## config.mk

```make
export PLATFORM = sky130hd
export DESIGN_NAME = spmc_div_stage
export DESIGN_NICKNAME = d
export VERILOG_FILES = /design/src/hw/rtl/spmc_pkg.sv /design/src/hw/rtl/spmc_div_stage.sv
export SDC_FILE = /design/constraint.sdc
export NUM_CORES = 1
export LEC_CHECK = 0
export BUFFER_PORTS_ARGS = -buffer_cell sky130_fd_sc_hd__buf_2
export CAP_MARGIN = 20
export CORE_MARGIN = 2
export CORE_UTILIZATION = 30
export DETAILED_ROUTE_END_ITERATION = 16
export PLACE_DENSITY_LB_ADDON = 0.12
export SYNTH_ARGS = -nofsm -noshare
export SYNTH_HDL_FRONTEND = slang
export SYNTH_SLANG_ARGS = --single-unit
```

## constraint.sdc

```tcl
create_clock -name vclk -period 14.4
set_input_delay 0 -clock vclk [all_inputs]
set_output_delay 0 -clock vclk [all_outputs]
set_load 0.05 [all_outputs]
```

## src/hw/rtl/spmc_pkg.sv

```systemverilog
`default_nettype none
package spmc_pkg;

  localparam int DW          = 16;
  localparam int PW          = 2 * DW;
  localparam int ADDR_W      = 6;
  localparam int PDATA_W     = 64;
  localparam int DIV_STAGES  = 4;
  localparam int DIV_STEPS   = DW / DIV_STAGES;
  localparam int CNT_W       = $clog2(DW);
  localparam logic [7:0] DEFAULT_RADIUS = 8'd3;

  typedef enum logic [2:0] {
    REG_VIEW_X_MIN  = 3'd0,
    REG_VIEW_X_MAX  = 3'd1,
    REG_VIEW_Y_MIN  = 3'd2,
    REG_VIEW_Y_MAX  = 3'd3,
    REG_PLOT_ORIGIN = 3'd4,
    REG_PLOT_SIZE   = 3'd5,
    REG_WORK_REGION = 3'd6,
    REG_RADIUS      = 3'd7
  } reg_idx_t;

  typedef enum logic [2:0] {
    ST_IDLE,
    ST_LOAD,
    ST_DIV,
    ST_NEXT,
    ST_FINAL
  } setup_state_t;

  typedef struct packed {
    logic              ok;
    logic signed [DW-1:0] vx0;
    logic signed [DW-1:0] vy0;
    logic [DW-1:0]     rx;
    logic [DW-1:0]     ry;
    logic signed [DW-1:0] plx;
    logic signed [DW-1:0] ply;
    logic [DW-1:0]     sw;
    logic [DW-1:0]     sh;
    logic signed [DW-1:0] wx1;
    logic signed [DW-1:0] wy1;
    logic signed [DW-1:0] wx2;
    logic signed [DW-1:0] wy2;
    logic [7:0]        r;
    logic signed [DW-1:0] dx0;
    logic signed [DW-1:0] dx1;
    logic signed [DW-1:0] dy0;
    logic signed [DW-1:0] dy1;
  } map_cfg_t;

endpackage
`default_nettype wire

```

## src/hw/rtl/spmc_div_stage.sv

```systemverilog
`default_nettype none
module spmc_div_stage #(
  parameter int STEPS = 4
) (
  input  wire logic [spmc_pkg::DW-1:0] rem_i,
  input  wire logic [spmc_pkg::DW-1:0] lo_i,
  input  wire logic [spmc_pkg::DW-1:0] den_i,
  output logic      [spmc_pkg::DW-1:0] rem_o,
  output logic      [spmc_pkg::DW-1:0] lo_o
);

  always_comb begin
    logic [spmc_pkg::DW:0]   t;
    logic [spmc_pkg::DW-1:0] rem;
    logic [spmc_pkg::DW-1:0] lo;
    rem = rem_i;
    lo  = lo_i;
    for (int i = 0; i < STEPS; i++) begin
      t  = {rem, lo[spmc_pkg::DW-1]};
      lo = {lo[spmc_pkg::DW-2:0], 1'b0};
      if (t >= {1'b0, den_i}) begin
        t     = t - {1'b0, den_i};
        lo[0] = 1'b1;
      end
      rem = t[spmc_pkg::DW-1:0];
    end
    rem_o = rem;
    lo_o  = lo;
  end

endmodule
`default_nettype wire

```

Word-level counts from Yosys, hierarchy flattened --
Index checks and enable logic that the tools add are counted.
Word-level totals: word-level logic and storage cells 16, output and inout port bits 32, bits of input ports 48, register bits 0
Operators by class: add/subtract/negate cells 4, $lt $le $gt $ge 4, muxes and demuxes 8
Operators with widths (count):
- $ge A17 B16 Y1 | 4
- $mux W16 | 4
- $sub A16 B16 Y16 | 4
- $mux W1 | 4

Depth between registers and ports, before layout --
depth after elaboration 8, mapped depth 47, mapped depth without buffers 44

Worst setup path after synthesis --
No wires, ideal clock.
path kind input -> output, start point in den_i[1] (netlist name), end point out rem_o[0] (netlist name), cell stages on the path 47, data required time 14400 ps, data arrival time 10912 ps, buffers on the path 3, path slack 3488 ps, path through inv_1 -> ha_1 -> nor2b_1 -> o31a_1 -> o31ai_4 -> nand4_2 -> a31oi_4 -> inv_2 -> mux2_2 -> inv_1 -> ha_1 -> nor2b_1 -> o31ai_1 -> a211oi_1 -> nor3_1 -> o21a_1 -> o21ai_0 -> a221oi_2 -> [11 not listed] -> a21o_1 -> a221o_1 -> a31oi_4 -> buf_2 -> mux2i_1 -> ha_1 -> nor2b_1 -> o211ai_1 -> a21oi_1 -> o221a_2 -> o21a_1 -> o21ai_0 -> o2bb2ai_1 -> o21ai_0 -> a2111oi_4 -> mux2i_4 -> buf_6 -> mux2i_1
Between the ends: cells in the longest elaborated chain, start to end 8, elaborated cells on any way between the ends 11, classes of those cells add/sub: 3; order compare: 4; mux: 4
Ends and longest elaborated chain:
- start: declaration | line spmc_div_stage.sv:7 | input wire logic [spmc_pkg::DW-1:0] den_i,
- $sub A16 B16 Y16 / $ge A17 B16 Y1 (equally long branches) | line spmc_div_stage.sv:22, spmc_div_stage.sv:21
- $mux W16 | line spmc_div_stage.sv:21 | if (t >= {1'b0, den_i}) begin
- $sub A16 B16 Y16 / $ge A17 B16 Y1 (equally long branches) | line spmc_div_stage.sv:22, spmc_div_stage.sv:21
- $mux W16 | line spmc_div_stage.sv:21
- $sub A16 B16 Y16 / $ge A17 B16 Y1 (equally long branches) | line spmc_div_stage.sv:22, spmc_div_stage.sv:21
- $mux W16 | line spmc_div_stage.sv:21
- $ge A17 B16 Y1 (*) | line spmc_div_stage.sv:21
- $mux W16 (*) | line spmc_div_stage.sv:21
- end: declaration | line spmc_div_stage.sv:8 | output logic [spmc_pkg::DW-1:0] rem_o,
Every way passes the cells marked *; elsewhere a longest branch is shown, timed or not.

Worst setup path in the final report --
start point in den_i[1] (netlist name), end point out rem_o[3] (netlist name)
Between the ends: cells in the longest elaborated chain, start to end 8, elaborated cells on any way between the ends 12, classes of those cells add/sub: 4; order compare: 4; mux: 4
Ends and longest elaborated chain (line):
- $sub A16 B16 Y16 / $ge A17 B16 Y1 (equally long branches) | spmc_div_stage.sv:22, spmc_div_stage.sv:21
- $mux W16 | spmc_div_stage.sv:21
- $sub A16 B16 Y16 / $ge A17 B16 Y1 (equally long branches) | spmc_div_stage.sv:22, spmc_div_stage.sv:21
- $mux W16 | spmc_div_stage.sv:21
- $ge A17 B16 Y1 / $sub A16 B16 Y16 (equally long branches) | spmc_div_stage.sv:21, spmc_div_stage.sv:22
- $mux W16 | spmc_div_stage.sv:21
- $sub A16 B16 Y16 / $ge A17 B16 Y1 (equally long branches) | spmc_div_stage.sv:22, spmc_div_stage.sv:21
- $mux W16 (*) | spmc_div_stage.sv:21
Marks and branches as above.

==> results.toml <==
[placement]
portBuffers = 56
place.gp.congestion = 0.801
hpwlAfterDp_um = 9190

[detailed_routing]
initialDrtViolationCount = 172
drt_pre_antenna_iters = 4
via_count = 3621
post_drt_via_cell_ratio = 5.33
post-route-drc-count = 0
finalWirelength_um = 10500
detail-route-antenna-nets = 0
routed_wire_length_per_instance_um = 15.5

[clocking]
post_cts_resized = 0
postCtsSetupRepairBufs = 0
postCtsHoldBufs = 0

[outcome]
status = "completed"

[global_route]
grt_first_pass_wirelength_um = 16900
grt_usage_pct = 15.7
grt-ovfl-total = 0
first_global_vias = 3469
antenna_violations_before_repair = 0
grt_start_max_net_pins = 29

[finish]
final.clkbuf_count = 0
nNetsFinal = 650
layout_commonest_cell = "sky130_fd_sc_hd__ha_1"
post_route_cells_drive_above_1_share_pct = 18.8
nFlopsAndLatches = 0
mostFrequentLayoutCells = "64 x sky130_fd_sc_hd__ha_1, 56 x sky130_fd_sc_hd__buf_2, 44 x sky130_fd_sc_hd__inv_1, 43 x sky130_fd_sc_hd__nand2_1, 34 x sky130_fd_sc_hd__a21oi_1"
ant_diodes = 0
layout-area-overhead-vs-synth_pct = 9.39
combined_flip_flop_and_latch_cell_area_um2 = 0

[timing]
totalNegativeSetupSlack_ns = 0
drv_slew = 0
setup_violations = 0
fin_crit_sh_pct = 83.9
rsz0062_at_grt = "no"
final_period_minus_worst_setup_slack_ns = 12.08
timing.slew.headroom_pct = 45.2
maxClockFrequency_mhz = 82.8
max_slew.worst_pin.slew_ns = 0.805
final_report_hold_violation_count = 0

[worst_setup_path]
critPathLaunchType = "input port"
crit_path_max_fanout = 28
worst_path_largest_cell_delay_ns = 0.68
cpMaxStageDelayCell = "sky130_fd_sc_hd__mux2i_4"
worstPathArrival_ns = 12.08
cp.required_ns = 14.40
critical_path_class = "in -> out"
critPathLaunch = "den_i[1]"
worst_setup_path_end_kind = "primary output"

[logic_synthesis]
synth_cell_types = 59
post_synth_instance_area_mm2 = 0.00370
synth_sequential_area_ratio_pct = 0
synthesis.nets = 609
count_of_synthesis_stage_warnings_from_yosys = 0
syn_inst = 493
synth.avg_cell_area_um2 = 7.51

[floorplanning]
die_y_um = 115
floorplan.io_pins = 80
coreArea_mm2 = 0.0120
fp.dieArea_mm2 = 0.0133
die-width_um = 115
floorplan.initialDensity_pct = 30.8
row_count = 40

[run]
cap_viol_max_count = 0

[min_path]
hold_path_startpoint = "lo_i[2]"
min-delay-path-class = "in -> out"
## metrics by stage
step	cells	util, %	instance area (um^2)	hold WS (ns)	setup slack, ns
final	679	33.7	4050	0.0000220	2.32
after global routing	679	33.7	4050	0.0000794	1.36
after CTS	679	33.7	4050	0.000341	2.34
after detailed placement	679	33.7	4050	0.000341	2.38
after global placement	679	33.7	4050	0.000341	2.57
after floorplan	493	-	3700	0.167	3.49
## Yosys cell counts (2+ instances only)
cell type / number / area [um^2]
sky130_fd_sc_hd__a211oi_1: 5 / 37.5
sky130_fd_sc_hd__a21o_1: 18 / 135
sky130_fd_sc_hd__a21oi_1: 34 / 170
sky130_fd_sc_hd__a221o_1: 3 / 30.0
sky130_fd_sc_hd__a31oi_1: 3 / 18.8
sky130_fd_sc_hd__a31oi_4: 2 / 42.5
sky130_fd_sc_hd__and2_1: 4 / 25.0
sky130_fd_sc_hd__and3_1: 3 / 18.8
sky130_fd_sc_hd__buf_2: 3 / 15.0
sky130_fd_sc_hd__buf_4: 12 / 90.1
sky130_fd_sc_hd__clkbuf_1: 2 / 7.51
sky130_fd_sc_hd__fa_1: 4 / 80.1
sky130_fd_sc_hd__ha_1: 64 / 801
sky130_fd_sc_hd__inv_1: 44 / 165
sky130_fd_sc_hd__mux2_2: 19 / 214
sky130_fd_sc_hd__mux2_4: 8 / 120
sky130_fd_sc_hd__mux2i_1: 6 / 60.1
sky130_fd_sc_hd__nand2_1: 43 / 161
sky130_fd_sc_hd__nand2b_1: 4 / 25.0
sky130_fd_sc_hd__nand3_1: 13 / 65.1
sky130_fd_sc_hd__nand4_1: 10 / 62.6
sky130_fd_sc_hd__nor2_1: 31 / 116
sky130_fd_sc_hd__nor2b_1: 6 / 37.5
sky130_fd_sc_hd__nor3_1: 8 / 40.0
sky130_fd_sc_hd__nor3b_1: 2 / 15.0
sky130_fd_sc_hd__nor4_1: 2 / 12.5
sky130_fd_sc_hd__o211ai_1: 2 / 15.0
sky130_fd_sc_hd__o21a_1: 8 / 60.1
sky130_fd_sc_hd__o21ai_0: 33 / 165
sky130_fd_sc_hd__o21bai_1: 10 / 75.1
sky130_fd_sc_hd__o311ai_0: 2 / 17.5
sky130_fd_sc_hd__o31ai_1: 3 / 22.5
sky130_fd_sc_hd__o41ai_1: 4 / 35.0
sky130_fd_sc_hd__or3_1: 6 / 37.5
sky130_fd_sc_hd__xnor2_1: 29 / 254
sky130_fd_sc_hd__xor2_1: 20 / 175
## worst max-delay path: cells and delay by family
kind | cells | cell delay [ns]
AOI/OAI and AO/OA | 25 | 6.78
adders and majority gates | 4 | 1.22
buffers and inverters | 7 | 1.23
muxes | 4 | 1.88
and+or+nand+nor | 5 | 0.92
## path summary, 6_finish.rpt
path	slack, ns	endpoint	cells after the start
max	2.32	rem_o[3]	45
min	0.00002	lo_o[6]	0
## routing by layer
metal	track usage (%)	share of wire (%)	vias to the layer above
met4	2.41	1.9	0
li1	-	-	1868
met5	0	0	-
met1	20.6	47	1653
met2	28.7	48	80
met3	0.843	3.2	20
## cells by family after synthesis
group | after synthesis | share of synthesized area, %
AOI/OAI and AO/OA | 143 | 27.8
xor gates and xnor gates | 49 | 11.6
buffers and inverters | 63 | 7.91
adders and majority gates | 68 | 23.8
muxes | 34 | 11.3
and+or+nand+nor | 136 | 17.7
## final cells by class
cell class	instances	area [um^2]
fillers	1337	7960
inverters	45	169
multi-input cells	430	3410
well taps	147	184
repair buffers	57	288
Power is not shown: default switching activity piles up to over one toggle a cycle in this logic, so the estimate is an artifact.
