<file path="src/hw/rtl/spmc_pkg.sv">
`default_nettype none
package spmc_pkg;

  localparam int DW          = 16;
  localparam int PW          = 2 * DW;
  localparam int ADDR_W      = 6;
  localparam int PDATA_W     = 64;
  localparam int DIV_STAGES  = 4;
  localparam int DIV_STEPS   = DW / DIV_STAGES;
  localparam int CNT_W       = $clog2(DW);
  localparam logic [7:0] DEFAULT_RADIUS = 8'd3;

  typedef enum logic [2:0] {
    REG_VIEW_X_MIN  = 3'd0,
    REG_VIEW_X_MAX  = 3'd1,
    REG_VIEW_Y_MIN  = 3'd2,
    REG_VIEW_Y_MAX  = 3'd3,
    REG_PLOT_ORIGIN = 3'd4,
    REG_PLOT_SIZE   = 3'd5,
    REG_WORK_REGION = 3'd6,
    REG_RADIUS      = 3'd7
  } reg_idx_t;

  typedef enum logic [2:0] {
    ST_IDLE,
    ST_LOAD,
    ST_DIV,
    ST_NEXT,
    ST_FINAL
  } setup_state_t;

  typedef struct packed {
    logic              ok;
    logic signed [DW-1:0] vx0;
    logic signed [DW-1:0] vy0;
    logic [DW-1:0]     rx;
    logic [DW-1:0]     ry;
    logic signed [DW-1:0] plx;
    logic signed [DW-1:0] ply;
    logic [DW-1:0]     sw;
    logic [DW-1:0]     sh;
    logic signed [DW-1:0] wx1;
    logic signed [DW-1:0] wy1;
    logic signed [DW-1:0] wx2;
    logic signed [DW-1:0] wy2;
    logic [7:0]        r;
    logic signed [DW-1:0] dx0;
    logic signed [DW-1:0] dx1;
    logic signed [DW-1:0] dy0;
    logic signed [DW-1:0] dy1;
  } map_cfg_t;

endpackage
`default_nettype wire

</file>
<file path="src/hw/rtl/spmc_div_stage.sv">
`default_nettype none
module spmc_div_stage #(
  parameter int STEPS = 4
) (
  input  wire logic [spmc_pkg::DW-1:0] rem_i,
  input  wire logic [spmc_pkg::DW-1:0] lo_i,
  input  wire logic [spmc_pkg::DW-1:0] den_i,
  output logic      [spmc_pkg::DW-1:0] rem_o,
  output logic      [spmc_pkg::DW-1:0] lo_o
);

  always_comb begin
    logic [spmc_pkg::DW:0]   t;
    logic [spmc_pkg::DW-1:0] rem;
    logic [spmc_pkg::DW-1:0] lo;
    rem = rem_i;
    lo  = lo_i;
    for (int i = 0; i < STEPS; i++) begin
      t  = {rem, lo[spmc_pkg::DW-1]};
      lo = {lo[spmc_pkg::DW-2:0], 1'b0};
      if (t >= {1'b0, den_i}) begin
        t     = t - {1'b0, den_i};
        lo[0] = 1'b1;
      end
      rem = t[spmc_pkg::DW-1:0];
    end
    rem_o = rem;
    lo_o  = lo;
  end

endmodule
`default_nettype wire

</file>
<file path="src/hw/rtl/spmc_cfg.sv">
`default_nettype none
module spmc_cfg #(
  parameter int COORD_BITS = 16
) (
  input  wire logic                           clk,
  input  wire logic                           rst_n,
  input  wire logic                           psel,
  input  wire logic                           penable,
  input  wire logic                           pwrite,
  input  wire logic [spmc_pkg::ADDR_W-1:0]    paddr,
  input  wire logic [spmc_pkg::PDATA_W-1:0]   pwdata,
  output logic      [spmc_pkg::PDATA_W-1:0]   prdata,
  output logic                                busy,
  output spmc_pkg::map_cfg_t                  cfg
);

  localparam int DW = spmc_pkg::DW;
  localparam int EW = ((COORD_BITS > DW + 1) ? COORD_BITS : DW + 1) + 2;

  logic [DW-1:0]  vxmin_r, vxmax_r, vymin_r, vymax_r;
  logic [31:0]    origin_r, size_r;
  logic [63:0]    work_r;
  logic [7:0]     radius_r;

  spmc_pkg::setup_state_t state_r, state_nxt;
  logic [1:0]            job_r;
  logic [spmc_pkg::CNT_W-1:0] cnt_r;
  logic [DW-1:0]         rem_r, lo_r, den_r;
  logic [DW-1:0]         q_r [4];
  logic                  ok_r;
  logic signed [DW-1:0]  dx0_r, dx1_r, dy0_r, dy1_r;

  logic                  wr;
  spmc_pkg::reg_idx_t    idx;
  logic [DW-1:0]         rem_step, lo_step;

  logic signed [DW-1:0]  vx0, vx1, vy0, vy1, plx, ply, wx1, wy1, wx2, wy2;
  logic [DW-1:0]         w, h, sw, sh;
  logic [7:0]            r;
  logic signed [DW+1:0]  rxs, rys;
  logic signed [EW-1:0]  ex1, ey1, ex2, ey2, t;
  logic signed [EW-1:0]  relx0, relx1, rely0, rely1;
  logic                  base_ok, rel_ok;
  logic [DW-1:0]         mul_a, mul_b, den_sel;
  logic [spmc_pkg::PW-1:0] prod;
  logic signed [DW+1:0]  dx0, dx1, dy0, dy1;

  assign wr  = psel && penable && pwrite;
  assign idx = spmc_pkg::reg_idx_t'(paddr[spmc_pkg::ADDR_W-1:3]);

  always_comb begin
    prdata = '0;
    unique case (idx)
      spmc_pkg::REG_VIEW_X_MIN:  prdata = {48'd0, vxmin_r};
      spmc_pkg::REG_VIEW_X_MAX:  prdata = {48'd0, vxmax_r};
      spmc_pkg::REG_VIEW_Y_MIN:  prdata = {48'd0, vymin_r};
      spmc_pkg::REG_VIEW_Y_MAX:  prdata = {48'd0, vymax_r};
      spmc_pkg::REG_PLOT_ORIGIN: prdata = {32'd0, origin_r};
      spmc_pkg::REG_PLOT_SIZE:   prdata = {32'd0, size_r};
      spmc_pkg::REG_WORK_REGION: prdata = work_r;
      spmc_pkg::REG_RADIUS:      prdata = {56'd0, radius_r};
      default:                   prdata = '0;
    endcase
  end

  always_ff @(posedge clk) begin
    if (!rst_n) begin
      vxmin_r  <= 16'd0;
      vxmax_r  <= 16'd100;
      vymin_r  <= 16'd0;
      vymax_r  <= 16'd100;
      origin_r <= '0;
      size_r   <= '0;
      work_r   <= '0;
      radius_r <= spmc_pkg::DEFAULT_RADIUS;
    end else if (wr) begin
      unique case (idx)
        spmc_pkg::REG_VIEW_X_MIN:  vxmin_r  <= pwdata[15:0];
        spmc_pkg::REG_VIEW_X_MAX:  vxmax_r  <= pwdata[15:0];
        spmc_pkg::REG_VIEW_Y_MIN:  vymin_r  <= pwdata[15:0];
        spmc_pkg::REG_VIEW_Y_MAX:  vymax_r  <= pwdata[15:0];
        spmc_pkg::REG_PLOT_ORIGIN: origin_r <= pwdata[31:0];
        spmc_pkg::REG_PLOT_SIZE:   size_r   <= pwdata[31:0];
        spmc_pkg::REG_WORK_REGION: work_r   <= pwdata;
        spmc_pkg::REG_RADIUS:      radius_r <= pwdata[7:0];
        default: ;
      endcase
    end
  end

  always_comb begin
    vx0 = $signed(vxmin_r);
    vx1 = $signed(vxmax_r);
    vy0 = $signed(vymin_r);
    vy1 = $signed(vymax_r);
    plx = $signed(origin_r[15:0]);
    ply = $signed(origin_r[31:16]);
    w   = size_r[15:0];
    h   = size_r[31:16];
    sw  = w - 16'd1;
    sh  = h - 16'd1;
    wx1 = $signed(work_r[15:0]);
    wy1 = $signed(work_r[31:16]);
    wx2 = $signed(work_r[47:32]);
    wy2 = $signed(work_r[63:48]);
    r   = (radius_r == 8'd0) ? spmc_pkg::DEFAULT_RADIUS : radius_r;
    rxs = (DW+2)'(vx1) - (DW+2)'(vx0);
    rys = (DW+2)'(vy1) - (DW+2)'(vy0);

    t   = EW'(wx1) - EW'($signed({1'b0, r}));
    ex1 = EW'($signed(t[COORD_BITS-1:0]));
    t   = EW'(wy1) - EW'($signed({1'b0, r}));
    ey1 = EW'($signed(t[COORD_BITS-1:0]));
    t   = EW'(wx2) + EW'($signed({1'b0, r}));
    ex2 = EW'($signed(t[COORD_BITS-1:0]));
    t   = EW'(wy2) + EW'($signed({1'b0, r}));
    ey2 = EW'($signed(t[COORD_BITS-1:0]));

    relx0 = ex1 - EW'(plx);
    if (relx0 < 0) relx0 = '0;
    relx1 = ex2 - EW'(plx);
    if (relx1 > EW'($signed({1'b0, sw}))) relx1 = EW'($signed({1'b0, sw}));
    rely0 = ey1 - EW'(ply);
    if (rely0 < 0) rely0 = '0;
    rely1 = ey2 - EW'(ply);
    if (rely1 > EW'($signed({1'b0, sh}))) rely1 = EW'($signed({1'b0, sh}));

    base_ok = (wx2 > wx1) && (wy2 > wy1) && (w > 16'd1) && (h > 16'd1)
              && (rxs > 0) && (rys > 0);
    rel_ok  = (relx0 <= relx1) && (rely0 <= rely1);
  end

  always_comb begin
    case (job_r)
      2'd0:    begin mul_a = relx0[DW-1:0];       mul_b = rxs[DW-1:0]; end
      2'd1:    begin mul_a = relx1[DW-1:0];       mul_b = rxs[DW-1:0]; end
      2'd2:    begin mul_a = sh - rely1[DW-1:0];  mul_b = rys[DW-1:0]; end
      default: begin mul_a = sh - rely0[DW-1:0];  mul_b = rys[DW-1:0]; end
    endcase
    den_sel = job_r[1] ? sh : sw;
    prod    = mul_a * mul_b;
  end

  spmc_div_stage #(.STEPS(1)) u_div (
    .rem_i (rem_r),
    .lo_i  (lo_r),
    .den_i (den_r),
    .rem_o (rem_step),
    .lo_o  (lo_step)
  );

  always_comb begin
    dx0 = (DW+2)'(vx0) + (DW+2)'({2'b0, q_r[0]}) - 18'sd1;
    if (dx0 < (DW+2)'(vx0)) dx0 = (DW+2)'(vx0);
    dx1 = (DW+2)'(vx0) + (DW+2)'({2'b0, q_r[1]}) + 18'sd1;
    if (dx1 > (DW+2)'(vx1)) dx1 = (DW+2)'(vx1);
    dy0 = (DW+2)'(vy0) + (DW+2)'({2'b0, q_r[2]}) - 18'sd1;
    if (dy0 < (DW+2)'(vy0)) dy0 = (DW+2)'(vy0);
    dy1 = (DW+2)'(vy0) + (DW+2)'({2'b0, q_r[3]}) + 18'sd1;
    if (dy1 > (DW+2)'(vy1)) dy1 = (DW+2)'(vy1);
  end

  always_comb begin
    state_nxt = state_r;
    unique case (state_r)
      spmc_pkg::ST_IDLE:  state_nxt = spmc_pkg::ST_IDLE;
      spmc_pkg::ST_LOAD:  state_nxt = spmc_pkg::ST_DIV;
      spmc_pkg::ST_DIV: begin
        if (cnt_r == spmc_pkg::CNT_W'(DW - 1)) state_nxt = spmc_pkg::ST_NEXT;
      end
      spmc_pkg::ST_NEXT: begin
        state_nxt = (job_r == 2'd3) ? spmc_pkg::ST_FINAL : spmc_pkg::ST_LOAD;
      end
      spmc_pkg::ST_FINAL: state_nxt = spmc_pkg::ST_IDLE;
      default:            state_nxt = spmc_pkg::ST_IDLE;
    endcase
    if (wr) state_nxt = spmc_pkg::ST_LOAD;
  end

  always_comb begin
    busy = (state_r != spmc_pkg::ST_IDLE);
  end

  always_ff @(posedge clk) begin
    if (!rst_n) begin
      state_r <= spmc_pkg::ST_LOAD;
      job_r   <= 2'd0;
      ok_r    <= 1'b0;
    end else begin
      state_r <= state_nxt;
      if (wr) begin
        job_r <= 2'd0;
      end else if (state_r == spmc_pkg::ST_NEXT) begin
        job_r <= job_r + 2'd1;
      end
      if (state_r == spmc_pkg::ST_FINAL && !wr) ok_r <= base_ok && rel_ok;
    end
  end

  always_ff @(posedge clk) begin
    case (state_r)
      spmc_pkg::ST_LOAD: begin
        rem_r <= prod[spmc_pkg::PW-1:DW];
        lo_r  <= prod[DW-1:0];
        den_r <= den_sel;
        cnt_r <= '0;
      end
      spmc_pkg::ST_DIV: begin
        rem_r <= rem_step;
        lo_r  <= lo_step;
        cnt_r <= cnt_r + spmc_pkg::CNT_W'(1);
      end
      spmc_pkg::ST_NEXT: q_r[job_r] <= lo_r;
      spmc_pkg::ST_FINAL: begin
        dx0_r <= dx0[DW-1:0];
        dx1_r <= dx1[DW-1:0];
        dy0_r <= dy0[DW-1:0];
        dy1_r <= dy1[DW-1:0];
      end
      default: ;
    endcase
  end

  always_comb begin
    cfg.ok  = ok_r;
    cfg.vx0 = vx0;
    cfg.vy0 = vy0;
    cfg.rx  = rxs[DW-1:0];
    cfg.ry  = rys[DW-1:0];
    cfg.plx = plx;
    cfg.ply = ply;
    cfg.sw  = sw;
    cfg.sh  = sh;
    cfg.wx1 = wx1;
    cfg.wy1 = wy1;
    cfg.wx2 = wx2;
    cfg.wy2 = wy2;
    cfg.r   = r;
    cfg.dx0 = dx0_r;
    cfg.dx1 = dx1_r;
    cfg.dy0 = dy0_r;
    cfg.dy1 = dy1_r;
  end

endmodule
`default_nettype wire

</file>
<file path="config.mk">
export PLATFORM = sky130hd
export DESIGN_NAME = spmc_cfg
export DESIGN_NICKNAME = d
export VERILOG_FILES = /design/src/hw/rtl/spmc_pkg.sv /design/src/hw/rtl/spmc_div_stage.sv /design/src/hw/rtl/spmc_cfg.sv
export SDC_FILE = /design/constraint.sdc
export NUM_CORES = 2
export LEC_CHECK = 0
export ABC_AREA = 0
export BUFFER_PORTS_ARGS = -buffer_cell sky130_fd_sc_hd__buf_2
export CORE_AREA = 2 2 233 465
export DETAILED_ROUTE_END_ITERATION = 7
export DIE_AREA = 0 0 235 467
export PLACE_DENSITY_LB_ADDON = 0.05
export SLEW_MARGIN = 20
export SYNTH_ARGS = -nofsm -noshare
export SYNTH_HDL_FRONTEND = slang
export SYNTH_HIERARCHICAL = 1
export SYNTH_SLANG_ARGS = --single-unit
</file>
<file path="constraint.sdc">
create_clock -name clk -period 24 [get_ports clk]
set_input_delay 7.2 -clock clk [delete_from_list [all_inputs] [get_ports clk]]
set_output_delay 7.2 -clock clk [all_outputs]
set_load 0.02 [all_outputs]
</file>
### Word level (Yosys, flattened, before mapping)

Memory sizes are Yosys's and may differ from the RTL's.
Cells that the tools add are included.
Widths: inputs -> output; s select.

* memories: 1
* output and inout port bits: 330
* logic and storage cells: 129
* input bits: 75
* RAM bits: 64
* register bits: 322

* $mul: 1
* mux-type cells: 23
* equality and inequality tests: 16
* add/sub/neg operators: 25
* magnitude comparators: 17
* reduce and logical (&&, ||, !) cells: 26
* bitwise operators: 1

Memory list
* q_r: words 4, width 16, rd ports 4, clocked after memory_dff 0, write ports 1, RTL line spmc_cfg.sv:29 `logic [DW-1:0] q_r [4];`

Operators with widths (count)
* $pmux 64 s8: 1
* $mux 16: 7
* $sub 16x16->17: 6
* $mux 19: 4
* $add 16x17->18: 4
* $pmux 16 s2: 2
* $pmux 16 s3: 1
* $sub 16x16->16: 3
* $le 19x19->1: 2
* $add 18x1->18 const B: 2
* $gt 18x16->1: 2
* $lt 18x16->1: 2
* $sub 18x1->18 const B: 2
* $gt 17x1->1 const B: 2
* $gt 17x17->1: 2
* $lt 17x1->1 const B: 2
* $add 16x9->16: 2
* $gt 16x1->1 const B: 2
* $gt 16x16->1: 2
* $mul 16x16->32: 1
* $sub 16x1->16 const B: 2
* $sub 16x9->16: 2
* $ge 17x16->1: 1
* $reduce_and 2->1: 8
* 23 further kinds: 45

### Logic depth before layout (Yosys ltp)

* word-level depth: 10
* mapped depth: 68
* gate-level depth less buffers: 67

### Modules after synthesis

Netlist, hierarchy kept.

By module, submodules not included
* spmc_cfg: cells an instance 4866, instances 1, area an instance 40989.3 um2
* spmc_div_stage: cells an instance 174, instances 1, area an instance 1244.9 um2

### Least setup slack after synthesis

No wires, ideal clock.

* path type: input to output
* start point: input paddr[3] in the netlist's numbering
* end point: output prdata[24] in the netlist's numbering
* stages: 7
* path slack: 7.775 ns
* arrival: 9.025 ns
* buffers on the path: 3
* cells stage by stage: clkbuf_1 clkbuf_1 buf_1 mux2i_1 nor2_1 a21oi_1 nor2b_1

* word-level cells in the longest chain between the ends: 2
* elaborated cells between the ends (all ways): 9
* those cells by class: 7 x eq/ne; 1 x mux; 1 x reduce/logical

Ends and longest elaborated chain
* start: declaration: RTL line spmc_cfg.sv:10 `input wire logic [spmc_pkg::ADDR_W-1:0] paddr,`
* $eq 3x3->1, or another cell as far along: RTL line spmc_cfg.sv:53 `unique case (idx)`
* $pmux 64 s8 (*): RTL line spmc_cfg.sv:53
* end: declaration: RTL line spmc_cfg.sv:12 `output logic [spmc_pkg::PDATA_W-1:0] prdata,`

Every way passes the cells marked *; elsewhere a longest branch is shown, timed or not.

### Final worst setup path

* start point: input paddr[4] in the netlist's numbering
* end point: output prdata[5] in the netlist's numbering

The elaborated chain is that of the path after synthesis.

==> tab_implementation.tex <==
\begin{tabular}{lr}
\hline
Metric & Value \\
\hline
\multicolumn{2}{l}{\textbf{Power}} \\
Power per Cell Area & 63.59 mW/mm² \\
Sum of internal, switching and leakage power & 3.002 mW \\
Pleak & 21.51 nW \\
Worst voltage drop across the vdd grid & 0.07606 mV \\
\multicolumn{2}{l}{\textbf{Place}} \\
Port buffer count & 401 \\
Detailed-placement wirelength estimate & 150,700 µm \\
Number of placed instances with taps included & 6,692 \\
Global placer's final weighted congestion & 1.004 \\
\multicolumn{2}{l}{\textbf{Floorplan}} \\
Horiz. Die Dim & 235 µm \\
Starting density of the core & 39.87\% \\
Y dimension of the die & 467 µm \\
Row Count & 169 \\
Core ar. & 0.1059 mm² \\
Number of top-level pins & 405 \\
Die Footprint & 0.1097 mm² \\
\multicolumn{2}{l}{\textbf{Timing}} \\
Setup-failing EPs final & 0 \\
Transition time at the pin with the least slew margin & 1.211 ns \\
Worst setup skew after layout & 0.04063 ns \\
Final TNS setup & 0 ns \\
Unrepaired setup endpoints after global routing & no \\
Time the worst path needs with I/O delays and setup & 17.79 ns \\
Max Slew Vio Count & 0 \\
Post-route fraction of the period consumed by the critical path & 74.14\% \\
Maximum clock frequency & 56.20 MHz \\
Worst slew slack as a fraction of its limit & 18.69\% \\
Total count of hold-check failures in the final report & 0 \\
\multicolumn{2}{l}{\textbf{Global routing}} \\
Antenna violations before repair & 6 \\
Remaining global-route overflow & 0 \\
Vias in the first global route & 40,040 \\
Global-route usage over all layers & 33.02\% \\
Wire length of the first global-routing pass & 265,300 µm \\
Maximum number of pins on one net before global-route repair & 111 \\
\multicolumn{2}{l}{\textbf{Drt}} \\
Vias after detailed routing & 39,040 \\
Number of remaining DRC errors & 0 \\
DRT Wirelength & 183,300 µm \\
Number of iterations in the first detailed-routing pass & 5 \\
Detail-routed via count per cell & 5.764 \\
Post-detailed-route count of antenna-violating nets & 0 \\
Wire length per cell & 27.06 µm \\
Starting DRT DRC Count & 2,327 \\
\multicolumn{2}{l}{\textbf{Job}} \\
Max-Cap Viols & 0 \\
\multicolumn{2}{l}{\textbf{Clock network}} \\
Hold Buf Count CTS & 0 \\
Clock net sink count & 386 \\
Number of buffers inserted during clock tree synthesis & 42 \\
TritonCTS clock tree & yes \\
Buffers inserted by post-CTS timing repair & 0 \\
Worst skew pair latency & 0.66 ns \\
Clk buf depth & 3 \\
Number of H-tree levels & 2 \\
Clock root buffer & sky130\_fd\_sc\_hd\_\_clkbuf\_16 \\
Clock transition at the registers of the reported paths & 0.07 ns \\
Resize count post-CTS & 0 \\
\multicolumn{2}{l}{\textbf{Yosys}} \\
Most common cell in the synthesized netlist & sky130\_fd\_sc\_hd\_\_inv\_1 \\
Post-synthesis share of cell area spent on xor and xnor gates & 4.645\% \\
Mean Syn Cell Area & 8.380 µm² \\
Number of library cell types mapped by synthesis & 102 \\
EDFF count, synth & 180 \\
Fraction of the mapped netlist area in compound gates & 20.86\% \\
Net Count, Synth & 5,864 \\
Adder-cell share of the synthesized area & 25.96\% \\
Synthesized-area fraction occupied by and/or/nand/nor cells & 15.39\% \\
Number of synthesis warnings & 6 \\
Share of Yosys cell area claimed by the top area cell type & 15.91\% \\
Top cell type by total area after synthesis & sky130\_fd\_sc\_hd\_\_ha\_1 \\
Post-Syn Instances & 5,040 \\
Prevailing post-synth register cell & sky130\_fd\_sc\_hd\_\_dfxtp\_1 \\
Netlist Area Pre-Place & 0.04223 mm² \\
Leading post-synthesis cells by cell area & sky130\_fd\_sc\_hd\_\_ha\_1 16\%, sky130\_fd\_sc\_hd\_\_edfxtp\_1 13\%, sky130\_fd\_sc\_hd\_\_fa\_1 10\% \\
Sequential cell area fraction in the yosys report & 22.56\% \\
Share of cell area taken by muxes after synthesis & 3.054\% \\
Async set-or-reset flop fraction in the synthesized netlist & 0\% \\
Most frequent cells after synthesis & 626 x sky130\_fd\_sc\_hd\_\_inv\_1, 611 x sky130\_fd\_sc\_hd\_\_nand2\_1, 537 x sky130\_fd\_sc\_hd\_\_ha\_1 \\
Synth Register Bits & 386 \\
Main combinational cell family by area after synthesis & adder cells \\
\multicolumn{2}{l}{\textbf{Worst setup path}} \\
Master of the slowest instance on the critical path & sky130\_fd\_sc\_hd\_\_clkinv\_1 \\
Register-to-register path setup slack & 6.63 ns \\
Crit start category & primary input \\
CP Data Required Time & 16.80 ns \\
Ordered list of cells on the worst path & buf\_4, clkinv\_1, nor2\_2, a22o\_1, a32oi\_1, a21oi\_1, buf\_2 \\
Critical path type & primary input to output port \\
Sort of element at the end of the critical path & output port \\
Critical Path Fanout Max & 51 \\
Longest individual stage delay on the worst path & 1.04 ns \\
Endpoint arrival time on the critical path & 10.59 ns \\
\multicolumn{2}{l}{\textbf{Final layout}} \\
Proportion of layout cells with a drive suffix above 1 & 12.61\% \\
Synth-to-Final Area Change & 11.78\% \\
Final net count & 6,193 \\
Filler cell count & 10,880 \\
Final cell count without fillers & 6,773 \\
\multicolumn{2}{l}{\textbf{Outcome}} \\
Outcome & finished clean \\
\multicolumn{2}{l}{\textbf{Hold path}} \\
Hold WC Path Type & flip-flop to flip-flop \\
\hline
\end{tabular}
==> routing by layer <==
| layer | share of wire, % | vias to the layer above | GRT usage, % |
|---|---|---|---|
| met4 | 10 | 0 | 28.42 |
| met3 | 4.0 | 559 | 3.382 |
| met5 | 0 | - | 0 |
| met2 | 52 | 1374 | 62.11 |
| met1 | 34 | 18970 | 31.99 |
| li1 | - | 18130 | - |
==> path summary, 6_finish.rpt <==
| path | startpoint | endpoint | cells past startpoint |
|---|---|---|---|
| min | origin_r[6] | origin_r[6] | 2 |
| max | paddr[4] | prdata[5] | 7 |
| min reg2reg | origin_r[6] | origin_r[6] | 2 |
| max reg2reg | radius_r[4] | rem_r[14] | 64 |
==> power breakdown <==
group	total, mW	leakage (nW)	internal [mW]	switching (mW)
registers	0.843	3.31	0.768	0.0751
logic	1.46	17.5	0.552	0.905
clock network	0.702	0.694	0.385	0.317
total	3.00	21.5	1.71	1.30
==> cells by family after synthesis <==
| logic type | count (synthesis) |
|---|---|
| AOI/OAI and AO/OA | 1343 |
| xor gates and xnor gates | 224 |
| adders and majority gates | 749 |
| buffers and inverters | 817 |
| DFF | 386 |
| muxes | 119 |
| and+or+nand+nor | 1402 |
==> sequential cells by signal, summed over array words and instances (netlist names), 32 cells and up <==
name,count
origin_r,32
q_r,64
size_r,32
work_r,64
==> stage by stage <==
step	worst slack (ns)	util (%)	hold WS, ns	area, µm²
after floorplan	7.775	-	0.4563	42230
after detailed placement	6.321	43.18	0.4826	45750
after global placement	6.306	43.18	0.4671	45750
final	6.207	44.56	0.4888	47210
after CTS	6.301	44.53	0.4918	47180
after global routing	5.497	44.56	0.5194	47200
==> layout by cell type (no fill, tap or decap), types with 73 or more instances in the layout <==
cell,synthesis,routed
sky130_fd_sc_hd__a21oi_1,331,330
sky130_fd_sc_hd__fa_1,212,212
sky130_fd_sc_hd__nor2b_1,75,74
sky130_fd_sc_hd__nor2_1,270,266
sky130_fd_sc_hd__nand2_1,611,610
sky130_fd_sc_hd__o21ai_0,283,283
sky130_fd_sc_hd__xnor2_1,154,154
sky130_fd_sc_hd__nand3_1,76,75
sky130_fd_sc_hd__a21boi_0,220,219
sky130_fd_sc_hd__edfxtp_1,180,180
sky130_fd_sc_hd__buf_2,7,399
sky130_fd_sc_hd__ha_1,537,537
sky130_fd_sc_hd__nor3_1,92,88
sky130_fd_sc_hd__a21o_1,111,111
sky130_fd_sc_hd__buf_4,16,73
sky130_fd_sc_hd__inv_1,626,626
sky130_fd_sc_hd__dfxtp_1,206,206
==> cell type report <==
class	count	area, µm²	share of cell area [%]
well taps	1368	1712	3.626
diodes	5	12.51	0.02650
flip-flops and latches	386	9529	20.19
clock buffers	56	1189	2.518
multi-input cells	3837	29600	62.70
clock inverters	19	241.5	0.5115
inverters	628	2357	4.993
repair buffers	474	2567	5.438
==> worst max-delay path: cells and delay by family <==
kind            cells  cell delay (ns)
buf+inv             3             1.82
simple gates        1             0.85
compound gates      3             0.67
(Power assumes the default switching activity.)
